### config.mk
export PLATFORM = sky130hd
export DESIGN_NAME = pcmb_build
export DESIGN_NICKNAME = d
export VERILOG_FILES = /design/src/design/pcmb_pkg.sv /design/src/design/pcmb_div.sv /design/src/design/pcmb_build.sv
export SDC_FILE = /design/constraint.sdc
export NUM_CORES = 1
export LEC_CHECK = 0
export ABC_AREA = 0
export BUFFER_PORTS_ARGS = -buffer_cell sky130_fd_sc_hd__buf_2
export CAP_MARGIN = 20
export CORE_ASPECT_RATIO = 0.6
export CORE_UTILIZATION = 26
export DETAILED_ROUTE_END_ITERATION = 10
export MAX_ROUTING_LAYER = met4
export PLACE_DENSITY_LB_ADDON = 0.05
export SETUP_SLACK_MARGIN = 0.1
export SLEW_MARGIN = 40
export SYNTH_ARGS = -nofsm -noshare
export SYNTH_HDL_FRONTEND = slang
export SYNTH_SLANG_ARGS = --single-unit
### constraint.sdc
create_clock -name aclk -period 16.44 [get_ports aclk]
set_input_delay 1.644 -clock aclk [delete_from_list [all_inputs] [get_ports aclk]]
set_output_delay 1.644 -clock aclk [all_outputs]
set_load 0.05 [all_outputs]
### src/design/pcmb_pkg.sv
// ----------------------------------------------------------------------------
// pcmb_pkg: shared types and constants for the palette color map/blend block
// Field widths, register indexes, mode and kind codes, table builder states.
// ----------------------------------------------------------------------------
package pcmb_pkg;

    localparam int CH_W       = 5;             // one color channel
    localparam int COLOR_W    = 3 * CH_W;      // packed 15-bit color
    localparam int PAL_W      = 5;             // palette number
    localparam int ENTRY_W    = 2 * CH_W;      // {contrast, dark} table word
    localparam int CUR_W      = 16;            // 8.8 fixed-point build accumulator
    localparam int REM_W      = 13;            // span below the top level
    localparam int CFG_IDX_W  = 3;
    localparam int CFG_DATA_W = 64;
    localparam int S_TDATA_W  = 24;
    localparam int M_TDATA_W  = 16;

    localparam logic [CUR_W-1:0] CUR_TOP = 16'h1f00;  // build ceiling, 31.0
    localparam int SHADOW_LIMIT = 12;   // values below rise at half rate
    localparam int CH_MAX       = 31;
    localparam int COEFF_MAX    = 16;
    localparam int FOG_RB       = 28;   // fog target, red and blue
    localparam int FOG_G        = 31;   // fog target, green
    localparam int PRE_STEPS    = 3;    // darkening steps before the ramp

    typedef enum logic [CFG_IDX_W-1:0] {
        CFG_MAP_INDEX   = 3'd0,
        CFG_MODE        = 3'd1,
        CFG_BLEND_COEFF = 3'd2,
        CFG_BLEND_COLOR = 3'd3,
        CFG_MAP_KINDS   = 3'd4,
        CFG_CONTRAST_SP = 3'd5,
        CFG_FOG_MASK    = 3'd6
    } cfg_idx_t;

    typedef enum logic [1:0] {
        MODE_MAP   = 2'd0,
        MODE_BLEND = 2'd1,
        MODE_FOG   = 2'd2
    } mode_t;

    typedef enum logic [1:0] {
        KIND_NONE     = 2'd0,
        KIND_DARK     = 2'd1,
        KIND_CONTRAST = 2'd2
    } kind_t;

    typedef enum logic [2:0] {
        B_PRE,      // first darkening steps
        B_DIVD,     // launch ramp divide, dark table
        B_WAITD,
        B_DIVC,     // launch ramp divide, contrast table
        B_WAITC,
        B_POST,     // ramp steps
        B_DONE
    } build_state_t;

    typedef struct packed {
        logic             start;
        logic [REM_W-1:0] dividend;
    } div_req_t;

    typedef struct packed {
        logic             done;
        logic [REM_W-1:0] quot;
    } div_rsp_t;

endpackage

### src/design/pcmb_div.sv
// ----------------------------------------------------------------------------
// pcmb_div: divide by a fixed divisor through a reciprocal multiply
// Quotient registered; done pulses the cycle after start.
// ----------------------------------------------------------------------------
module pcmb_div #(
    parameter int DIVISOR = 16
) (
    input  logic               aclk,
    input  logic               aresetn,
    input  pcmb_pkg::div_req_t req,
    output pcmb_pkg::div_rsp_t rsp
);
    import pcmb_pkg::*;

    // x / D == (x * ceil(2^S / D)) >> S for every x below 2^REM_W
    localparam int SHIFT   = REM_W + $clog2(DIVISOR);
    localparam int RECIP_W = SHIFT + 1;
    localparam int PROD_W  = REM_W + RECIP_W;
    localparam logic [RECIP_W-1:0] RECIP =
        RECIP_W'(((1 << SHIFT) + DIVISOR - 1) / DIVISOR);

    logic              done_reg, done_next;
    logic [REM_W-1:0]  quo_reg,  quo_next;
    logic [PROD_W-1:0] prod;

    always_comb begin
        prod      = PROD_W'(req.dividend) * PROD_W'(RECIP);
        done_next = req.start;
        quo_next  = req.start ? prod[SHIFT +: REM_W] : quo_reg;
    end

    always_ff @(posedge aclk) begin
        if (!aresetn) begin
            done_reg <= 1'b0;
        end else begin
            done_reg <= done_next;
        end
        quo_reg <= quo_next;
    end

    assign rsp.done = done_reg;
    assign rsp.quot = quo_reg;
endmodule

### src/design/pcmb_build.sv
// ----------------------------------------------------------------------------
// pcmb_build: post-reset table builder
// Walks every channel value, computes the dark and contrast ramps in 8.8
// fixed point and writes one {contrast, dark} word per map.
// ----------------------------------------------------------------------------
module pcmb_build #(
    parameter int MAP_COUNT = 19
) (
    input  logic                                     aclk,
    input  logic                                     aresetn,
    output logic                                     tbl_wr_en,
    output logic [$clog2(MAP_COUNT*32)-1:0]          tbl_wr_addr,
    output logic [pcmb_pkg::ENTRY_W-1:0]             tbl_wr_data,
    output logic                                     done
);
    import pcmb_pkg::*;

    localparam int MW = $clog2(MAP_COUNT);

    build_state_t     state_reg, state_next;
    logic [CH_W-1:0]  v_reg,      v_next;
    logic [MW-1:0]    m_reg,      m_next;
    logic [CUR_W-1:0] cur_d_reg,  cur_d_next;
    logic [CUR_W-1:0] cur_c_reg,  cur_c_next;
    logic [CUR_W-1:0] base_d_reg, base_d_next;
    logic [CUR_W-1:0] base_c_reg, base_c_next;
    logic [REM_W-1:0] dlt_d_reg,  dlt_d_next;
    logic [REM_W-1:0] dlt_c_reg,  dlt_c_next;

    logic [CUR_W-1:0] pre_d;
    logic [CUR_W-1:0] post_d, post_c;
    logic             shadow;
    logic             last_m, last_v;
    div_req_t         dreq;
    div_rsp_t         drsp;

    function automatic logic [REM_W-1:0] span(input logic [CUR_W-1:0] c);
        logic [CUR_W-1:0] diff;
        begin
            diff = CUR_TOP - c;
            span = (c <= CUR_TOP) ? diff[REM_W-1:0] : '0;
        end
    endfunction

    // one ramp step, with the half-rate lift for shadow values
    function automatic logic [CUR_W-1:0] ramp(input logic [CUR_W-1:0] c,
                                             input logic [CUR_W-1:0] b,
                                             input logic [REM_W-1:0] dl,
                                             input logic             sh);
        logic [CUR_W-1:0] n;
        logic [CUR_W-1:0] d;
        begin
            n = c + {{(CUR_W-REM_W){1'b0}}, dl};
            d = n - b;
            ramp = (sh && !d[CUR_W-1] && (d != '0)) ? n - (d >> 1) : n;
        end
    endfunction

    function automatic logic [CH_W-1:0] entry(input logic [CUR_W-1:0] c);
        entry = (c[CUR_W-1:8] > 8'(CH_MAX)) ? CH_W'(CH_MAX) : c[CH_W+7:8];
    endfunction

    pcmb_div #(.DIVISOR(MAP_COUNT - PRE_STEPS)) u_div (
        .aclk    (aclk),
        .aresetn (aresetn),
        .req     (dreq),
        .rsp     (drsp)
    );

    assign shadow = (v_reg < CH_W'(SHADOW_LIMIT));
    assign pre_d  = cur_d_reg - {{(CUR_W-CH_W-4){1'b0}}, v_reg, 4'b0};
    assign post_d = ramp(cur_d_reg, base_d_reg, dlt_d_reg, shadow);
    assign post_c = ramp(cur_c_reg, base_c_reg, dlt_c_reg, shadow);
    assign last_m = (m_reg == MW'(MAP_COUNT - 1));
    assign last_v = (v_reg == CH_W'(CH_MAX));

    // next state
    always_comb begin
        state_next = state_reg;
        case (state_reg)
            B_PRE:   if (m_reg == MW'(PRE_STEPS - 1)) state_next = B_DIVD;
            B_DIVD:  state_next = B_WAITD;
            B_WAITD: if (drsp.done) state_next = B_DIVC;
            B_DIVC:  state_next = B_WAITC;
            B_WAITC: if (drsp.done) state_next = B_POST;
            B_POST: begin
                if (last_m) begin
                    state_next = last_v ? B_DONE : B_PRE;
                end
            end
            B_DONE:  state_next = B_DONE;
            default: state_next = B_DONE;
        endcase
    end

    // datapath registers
    always_comb begin
        v_next      = v_reg;
        m_next      = m_reg;
        cur_d_next  = cur_d_reg;
        cur_c_next  = cur_c_reg;
        base_d_next = base_d_reg;
        base_c_next = base_c_reg;
        dlt_d_next  = dlt_d_reg;
        dlt_c_next  = dlt_c_reg;
        case (state_reg)
            B_PRE: begin
                cur_d_next = pre_d;
                m_next     = m_reg + 1'b1;
                if (m_reg == MW'(PRE_STEPS - 1)) begin
                    base_d_next = pre_d;
                    base_c_next = cur_c_reg;
                end
            end
            B_WAITD: if (drsp.done) dlt_d_next = drsp.quot;
            B_WAITC: if (drsp.done) dlt_c_next = drsp.quot;
            B_POST: begin
                cur_d_next = post_d;
                cur_c_next = post_c;
                m_next     = m_reg + 1'b1;
                if (last_m) begin
                    v_next     = v_reg + 1'b1;
                    m_next     = '0;
                    cur_d_next = {{(CUR_W-CH_W-8){1'b0}}, v_next, 8'b0};
                    cur_c_next = {{(CUR_W-CH_W-8){1'b0}}, v_next, 8'b0};
                end
            end
            default: ;
        endcase
    end

    // outputs
    always_comb begin
        tbl_wr_en     = 1'b0;
        tbl_wr_data   = {cur_c_reg[CH_W+7:8], pre_d[CH_W+7:8]};
        dreq.start    = 1'b0;
        dreq.dividend = span(base_d_reg);
        done          = 1'b0;
        case (state_reg)
            B_PRE:  tbl_wr_en = 1'b1;
            B_DIVD: dreq.start = 1'b1;
            B_DIVC: begin
                dreq.start    = 1'b1;
                dreq.dividend = span(base_c_reg);
            end
            B_POST: begin
                tbl_wr_en   = 1'b1;
                tbl_wr_data = {entry(post_c), entry(post_d)};
            end
            B_DONE: done = 1'b1;
            default: ;
        endcase
    end

    assign tbl_wr_addr = {m_reg, v_reg};

    always_ff @(posedge aclk) begin
        if (!aresetn) begin
            state_reg <= B_PRE;
            v_reg     <= '0;
            m_reg     <= '0;
            cur_d_reg <= '0;
            cur_c_reg <= '0;
        end else begin
            state_reg <= state_next;
            v_reg     <= v_next;
            m_reg     <= m_next;
            cur_d_reg <= cur_d_next;
            cur_c_reg <= cur_c_next;
        end
        base_d_reg <= base_d_next;
        base_c_reg <= base_c_next;
        dlt_d_reg  <= dlt_d_next;
        dlt_c_reg  <= dlt_c_next;
    end
endmodule

Word-level counts from Yosys, hierarchy flattened. Index checks and enable logic that the tools add are counted.

Bits in registers: 105. Input bits: 2. Output and inout bits: 22. Word-level logic and storage cells: 79.

$lt $le $gt $ge: 5. $add $sub $neg: 11. Muxes and demuxes: 22. Equal/unequal tests: 13. Reduce and logical (&&, ||, !) cells: 17.

Operators with widths (count): 2-to-1 mux 16 bit (4); 2-to-1 mux 13 bit (3); adder 16 x 9 -> 16 bit (2); less-or-equal comparator 16 x 13 -> 1 bit, second input constant (2); one-hot mux 16 bit (2 select lines) (1); nonzero test 16 bit (2); subtractor 16 x 15 -> 16 bit (2); subtractor 16 bit (2); subtractor 13 bit, first input constant (2); one-hot mux 3 bit (6 select lines) (1); greater-than comparator 8 x 5 -> 1 bit, second input constant (2); subtractor 16 x 9 -> 16 bit (1); 2-to-1 mux 3 bit (5); 2-to-1 mux 5 bit (3); adder 5 x 1 -> 5 bit, second input constant (2); equality test 5 bit, second input constant (2); 2-to-1 mux 10 bit (1); one-hot mux 5 bit (2 select lines) (1); equality test 3 bit, second input constant (3); AND reduction 2 bit (4); equality test 3 x 2 -> 1 bit, second input constant (2); equality test 5 x 2 -> 1 bit, second input constant (1); less-than comparator 5 x 4 -> 1 bit, second input constant (1); logical AND 1 bit (4); other kinds (9) (15).

Depth between registers and ports, before layout. Gate-level depths: netlist (run 1).

Word-level depth: 9. Gate-level depth with buffers: 27. Gate-level depth less buffers: 27.

Cells and area by module. From an unflattened synthesis (run 1), not the netlist that was laid out.

Cells, all modules: 1189. Area total of the unflattened synthesis: 10102.2 um2.

Modules (own cells, without submodules): pcmb_build (times used 1, cells each 1172, area each 9764.4 um2, seq. area each 2642.5 um2); pcmb_div (times used 1, cells each 17, area each 337.8 um2, seq. area each 290.3 um2).

Worst setup path before layout (run 1). Ideal clock, no wire load.

Path kind: register to output. Start point: register cur_d_reg[0]. End point: output tbl_wr_data[0] (netlist name). Arrival: 5.419 ns. Slack: 9.377 ns. Path buffers: 0. Cell stages (with the launch flop): 26. Data required time: 14.796 ns. Cells stage by stage: dfxtp_1 > ha_1 > inv_1 > fa_1 > nor2b_1 > o21ai_0 > a21boi_0 > o21a_1 > o21a_1 > nor2_1 > ha_1 > or3_1 > nor3_1 > nor2_1 > xnor2_1 > ha_1 > o21ai_0 > a21oi_1 > o21a_1 > a31oi_1 > o21ai_0 > a21oi_1 > xnor2_1 > or4b_2 > o211ai_2 > a31oi_1.

Cells in the longest elaborated chain, start to end: 9. Elaborated cells on any way between the ends: 12. Those cells by class: add/sub: 4; order compare: 1; mux: 3; reduce/logical: 4.

RTL lines: start, declared (RTL line pcmb_build.sv:23) `logic [CUR_W-1:0] cur_d_reg, cur_d_next;`; start signal, assigned (RTL line pcmb_build.sv:168) `cur_d_reg <= cur_d_next;`; branches (longest 8 deep; another with adder 16 x 9 -> 16 bit); 2-to-1 mux 10 bit (*) (RTL line pcmb_build.sv:139) `case (state_reg)`; end, declared (RTL line pcmb_build.sv:13) `output logic [pcmb_pkg::ENTRY_W-1:0] tbl_wr_data,`.

Every way passes the cells marked *.

Final worst setup path (run 1).
Start point: register cur_d_reg[0]. End point: output tbl_wr_data[2] (netlist name).

Same word-level chain as after synthesis.

==> flow_summary.json, run 1 <==
{
  "wl_per_cell_microns": 19.6,
  "clkTransAtPathRegs_ns": 0.07,
  "drtAntennaViolNets": 0,
  "r2r-start": "dlt_c_reg[0]$_DFFE_PP_",
  "synth_area_per_cell_sq_um": 8.66,
  "startpoint": "cur_d_reg[0]$_SDFFE_PN0P_",
  "totalWireLength_mm": 30.0,
  "end_kind": "output pin",
  "cp.required_ns": 14.80,
  "grt-ovfl-total": 0,
  "synth.distinct_cells": 83,
  "cts_buffers": 9,
  "async_flop_share": 0,
  "worstSetupPathType": "reg2out",
  "hpwl_mm": 24.5,
  "finalWorstSetupSlack_ns": 7.82,
  "cts-root-buf": "clkbuf_16",
  "nets": 1164,
  "cts_resized": 0,
  "synth_area_sq_um": 9080,
  "start_util": 0.267,
  "hold_viol": 0,
  "finalCriticalPeriod_ns": 8.62,
  "h-tree-depth": 3,
  "seqCellArea_sq_um": 2690,
  "via_per_inst": 5.01,
  "globalplace.congestion": 0.844,
  "slew_headroom": 0.470,
  "cts_tree": "done",
  "post_cts_buffers": 0,
  "synth-edff-count": 59,
  "ios": 24,
  "syn_to_final_growth_pct": 10.6,
  "grt_usage": 0.177,
  "core_area_sq_um": 34000,
  "drv_slew": 0,
  "num_antenna_cells": 0,
  "fmax_mhz": 116,
  "tns_ns": 0,
  "syn_inst": 1049,
  "grt_pass1_vias": 7259,
  "drt-pass1-iter-count": 5,
  "syn_nets": 1145,
  "finalSetupViolations": 0,
  "min_from": "u_div.quo_reg[5]$_DFFE_PP_",
  "clock_sinks": 105,
  "seq_area_frac_synth": 0.297,
  "port-buffer-count": 23,
  "hold_path_class": "reg2reg",
  "die_h_microns": 147,
  "drc_errors": 0,
  "synth-main-ff-cell": "edfxtp_1",
  "yosys_warnings": 0,
  "ys_seq_elements": 105,
  "rows": 52,
  "antenna_found_initial": 0,
  "die_w_microns": 243,
  "crit_arrival_ns": 6.98,
  "cts_hold_buffers": 0,
  "fillers": 3610,
  "drt-initial-drc-count": 602,
  "startpoint_type": "flip-flop",
  "multiInputGateArea_sq_um": 6010,
  "maxCapViolCount": 0,
  "rsz0062_at_grt": "false",
  "period_share": 0.524,
  "via_count": 7668,
  "outcome": "completed",
  "fin_area_sq_um": 10000,
  "regToRegSetupSlack_ns": 10.54,
  "worst_pin_slew_ns": 0.792,
  "worstPathMaxFanout": 6,
  "grt_pass1_wl_mm": 46.2,
  "drive_gt1_frac": 0.0801,
  "place_ws_ns": 8.32,
  "yosys.area.top_type_share": 0.195,
  "yosysTopAreaCell": "edfxtp_1",
  "synth_area_leaders": "edfxtp_1 20%, ha_1 12%, dfxtp_1 10%",
  "grt_max_degree": 28,
  "die-area_sq_um": 35700,
  "clk_latency_ns": 0.36,
  "skew_ns": 0.00581,
  "place_area_sq_um": 9760,
  "clock_path_buffers": 2
}
cell type report:
class                   instances  share of cell area
clock buffers                  14              0.0253
well taps                     459              0.0572
multi-input cells             840               0.599
inverters                      77              0.0288
flip-flops and latches        105               0.268
clock inverters                 2             0.00150
repair buffers                 35              0.0204
Yosys cell counts, types with 4 or more instances:
cell type	instances
a211oi_1	11
a21boi_0	12
a21o_1	19
a21oi_1	75
a22o_1	5
a31oi_1	14
a32oi_1	4
and2_1	10
and3_1	9
buf_2	6
clkbuf_1	19
dfxtp_1	46
edfxtp_1	59
fa_1	7
ha_1	87
inv_1	77
mux2i_1	19
nand2_1	77
nand2b_1	15
nand3_1	18
nand3b_1	5
nand4_1	10
nor2_1	79
nor2b_1	16
nor3_1	24
nor3b_1	4
nor4_1	7
o2111ai_1	5
o211ai_1	10
o21a_1	22
o21ai_0	89
o21bai_1	5
o22ai_1	5
o31a_1	6
o31ai_1	5
or2_2	8
or3_1	7
xnor2_1	61
xor2_1	34
metal layers:
layer	track usage	up-vias	wire length, microns
li1	-	3867	-
met1	0.304	3617	18500
met2	0.199	168	9940
met3	0.0287	16	1350
met4	0.0286	0	239
met5	-	-	0
worst paths after layout:
| path | to | cells past startpoint |
|---|---|---|
| setup / recovery | tbl_wr_data[2] | 25 |
| hold / removal | dlt_c_reg[5]$_DFFE_PP_ | 0 |
| setup reg to reg | cur_c_reg[0]$_SDFFE_PN0P_ | 21 |
| hold reg to reg | dlt_c_reg[5]$_DFFE_PP_ | 0 |
cell usage in the layout (no fill, tap or decap), types with 6 or more instances in the layout:
master and instances:
a21o_1 19, or2_2 8, dfxtp_1 46, nand4_1 10, nand3_1 18, xor2_1 34
and3_1 9, a21boi_0 12, buf_2 23, o211ai_1 10, buf_4 12, nor2_1 77
ha_1 87, edfxtp_1 59, xnor2_1 61, fa_1 7, a31oi_1 14, o21ai_0 89
a211oi_1 10, and2_1 9, o21a_1 22, a21oi_1 74, clkbuf_16 9, nand2b_1 15
o31a_1 6, nor3_1 24, nor2b_1 16, mux2i_1 19, or3_1 7, nand2_1 77
inv_1 77
logic make-up after synthesis:
family	count (synthesis)	share of synthesized area
DFF	105	0.297
and+or+nand+nor	308	0.171
muxes	22	0.0247
AOI/OAI and AO/OA	318	0.229
buffers and inverters	104	0.0459
adders and majority gates	94	0.135
xor gates and xnor gates	98	0.0980
per-stage QoR:
step	hold slack, ns	instances	util
after detailed placement	0.452	1516	0.287
final	0.465	1532	0.295
after global routing	0.474	1532	0.295
after CTS	0.470	1532	0.295
after global placement	0.440	1516	0.286
after floorplan	0.421	1049	-
critical path: stages, from the launching register on:
cell and delay, ns:
dfxtp_1 0.36, ha_1 0.21, inv_1 0.06, fa_1 0.40, nor2b_1 0.12, o21ai_0 0.12
a21boi_0 0.31, o21a_1 0.20, o21a_1 0.17, nor2_1 0.09, ha_1 0.23, or3_1 0.34
nor3_1 0.54, nor2_1 0.11, xnor2_1 0.15, ha_1 0.22, nor2_1 0.24, nor4b_1 0.48
o21ai_0 0.28, a21oi_1 0.28, o21a_1 0.19, o21ai_0 0.14, or4b_2 0.69, o211ai_2 0.17
a31oi_1 0.23, buf_2 0.27
Power of run 1 is left out: the tool's default activity adds up to more than one toggle a clock period on the data nets, which glitch-free logic cannot reach.
==> run 2: changes to the inputs <==
==> constraint.sdc (replaced) <==
create_clock -name aclk -period 7.2 [get_ports aclk]
set_input_delay 0.72 -clock aclk [delete_from_list [all_inputs] [get_ports aclk]]
set_output_delay 0.72 -clock aclk [all_outputs]
set_load 0.05 [all_outputs]
==> run 2 against run 1 <==
Core utilization up 1.8 points. Via count up 1.3%. Worst hold slack worse by 0.017 ns. Final cell count up 1.7%. Die area unchanged. Non-clock buffer count up 25. Count of clock-buffer cells in the layout down 2. Global-route usage down 0.079 points. Critical path depth down 1. Final area up 6.0%. First-iteration DRC count down 12%. Critical path type unchanged. Routed wire length up 1.9%.
==> flow_summary.json, run 2 (synthesis results as in run 1) <==
{
  "max_stage_delay_ns": 0.41,
  "hold_end": "base_d_reg[0]$_DFFE_PP_",
  "r2r-start": "dlt_c_reg[3]$_DFFE_PP_",
  "clk_latency_ns": 0.37,
  "clock_sinks": 105,
  "drtAntennaViolNets": 0,
  "drv_slew": 0,
  "crit-reg2reg-capture": "cur_c_reg[11]$_SDFFE_PN0P_",
  "whs_path_depth": 0,
  "slew_headroom": 0.453,
  "cts_tree": "done",
  "finalCoreUtilization": 0.313,
  "cp_num_buf_inv": 3,
  "antenna_found_initial": 0,
  "end_kind": "output pin",
  "clkTransAtPathRegs_ns": 0.07,
  "globalplace.congestion": 0.829,
  "rows": 52,
  "start_util": 0.267,
  "ios": 24,
  "grt_pass1_wl_mm": 45.9,
  "worstPathMaxFanout": 6,
  "hold_viol": 0,
  "rsz0062_at_grt": "false",
  "fmax_mhz": 146,
  "grt_usage": 0.176,
  "skew_ns": 0.0138,
  "tns_ns": 0,
  "rr_worst_depth": 20,
  "min_from": "cur_d_reg[0]$_SDFFE_PN0P_",
  "finalSetupViolations": 0,
  "cts-root-buf": "clkbuf_16",
  "core_area_sq_um": 34000,
  "clock_path_buffers": 2,
  "place_ws_ns": 0.214,
  "fillers": 3619,
  "final_cell_mix": "79 x o21ai_0, 78 x ha_1, 77 x inv_1",
  "period_share": 0.954,
  "cts_buffers": 9,
  "crit_arrival_ns": 6.15,
  "totalWireLength_mm": 30.6,
  "drt-pass1-iter-count": 5,
  "drc_errors": 0,
  "drive_gt1_frac": 0.154,
  "via_per_inst": 4.99,
  "cp_common_cell": "ha_1",
  "crit_family": "compound AO/OA/AOI/OAI gates",
  "grt_pass1_vias": 7196,
  "die_w_microns": 243,
  "maxCapViolCount": 0,
  "finalWorstSetupSlack_ns": 0.330,
  "die-area_sq_um": 35700,
  "grt-ovfl-total": 0,
  "finalCriticalPeriod_ns": 6.87,
  "worst_pin_slew_ns": 0.820,
  "hpwl_mm": 24.8,
  "critical_path.cell_chain": "ha_1 -> o21ai_0 -> o21ai_1 -> a31oi_2 -> o21a_1 -> buf_4 -> nor2_1 -> xor2_1 -> ha_1 -> and3_1 -> and3_1 -> o21ai_1 -> a21boi_0 -> or2_2 -> ha_1 -> nor2_2 -> nor2b_2 -> nor2_1 -> xnor2_1 -> nand2_1 -> o41ai_4 -> buf_4 -> a21oi_1 -> buf_2",
  "critPathSlowestCell": "ha_1",
  "outcome": "completed",
  "port-buffer-count": 23,
  "drt-initial-drc-count": 531,
  "nets": 1189,
  "grt_max_degree": 28,
  "wl_per_cell_microns": 19.6,
  "cp.required_ns": 6.48,
  "cts_hold_buffers": 0,
  "via_count": 7768,
  "syn_to_final_growth_pct": 17.2,
  "die_h_microns": 147,
  "regToRegSetupSlack_ns": 1.62,
  "hold_path_class": "reg2reg",
  "worstSetupPathType": "reg2out",
  "startpoint_type": "flip-flop",
  "h-tree-depth": 3,
  "final_common_cell": "o21ai_0"
}
## run 2: changes by cell type in the layout (fill, tap and decap cells not counted), moves of 5 or more
cell	before	now
xor2_1	34	29
a21oi_1	74	69
buf_4	12	39
ha_2	0	7
a31oi_1	14	5
o21ai_1	1	6
xor2_2	2	7
ha_1	87	78
a31oi_4	0	5
buf_2	23	17
o21ai_0	89	79
o21ai_2	0	5
## run 2: worst max path at each step
stage | startpoint | to | slack (ns) | cells after the start
final | dlt_c_reg[3]$_DFFE_PP_ | tbl_wr_data[8] | 0.33 | 24
after global routing | cur_c_reg[0]$_SDFFE_PN0P_ | tbl_wr_data[8] | 0.09 | 27
after CTS | cur_d_reg[0]$_SDFFE_PN0P_ | tbl_wr_data[3] | 0.11 | 26
after detailed placement | cur_d_reg[0]$_SDFFE_PN0P_ | tbl_wr_data[0] | 0.21 | 28
after global placement | dlt_d_reg[0]$_DFFE_PP_ | tbl_wr_data[2] | 0.17 | 28
after floorplan | cur_d_reg[0]$_SDFFE_PN0P_ | tbl_wr_data[0] | 1.06 | 25
## run 2: area by class of cell
cell class | instances | area [sq um] | area share
sequential | 105 | 2690 | 0.253
multi-input combinational | 840 | 6390 | 0.600
antenna | 1 | 2.50 | 0.000235
timing repair buffer | 60 | 423 | 0.0397
clock inverter | 4 | 27.5 | 0.00259
tap | 459 | 574 | 0.0540
clock buffer | 12 | 246 | 0.0232
inverter | 77 | 289 | 0.0272
## run 2: repair_timing
action                     in CTS  in global routing
gates resized for setup        28                 67
setup endpoints to repair      10                 10
pin swaps                       4                 23
setup buffers                   4                 12
## run 2: worst register-to-register path, stage by stage (launching register included)
cell and delay [ns]:
edfxtp_1 0.38, ha_1 0.34, o21ai_0 0.14, o21ai_1 0.37, a31oi_2 0.19, o21a_1 0.28, buf_4 0.17, nor2_1 0.12
xor2_1 0.33, ha_1 0.41, and3_1 0.31, and3_1 0.20, o21ai_1 0.24, and3b_1 0.25, a2bb2o_1 0.35, nor4b_2 0.34
buf_4 0.29, nor2_2 0.07, buf_4 0.20, mux2i_1 0.31, o21ai_0 0.15
## run 2: metrics by stage
step | hold slack, ns | cells | cell area (sq um)
after floorplan | 0.421 | 1049 | 9080
after global placement | 0.440 | 1525 | 9810
after detailed placement | 0.442 | 1525 | 9830
after CTS | 0.459 | 1545 | 10300
after global routing | 0.465 | 1557 | 10600
final | 0.448 | 1558 | 10600
## run 2: per-layer routing
layer | GRT usage | up-vias | part of all wire
met5 | - | - | 0
met4 | 0.0236 | 0 | 0.0053
met3 | 0.0241 | 13 | 0.032
met2 | 0.198 | 119 | 0.34
met1 | 0.307 | 3716 | 0.63
li1 | - | 3920 | -
Power of run 2 is left out for the same reason.
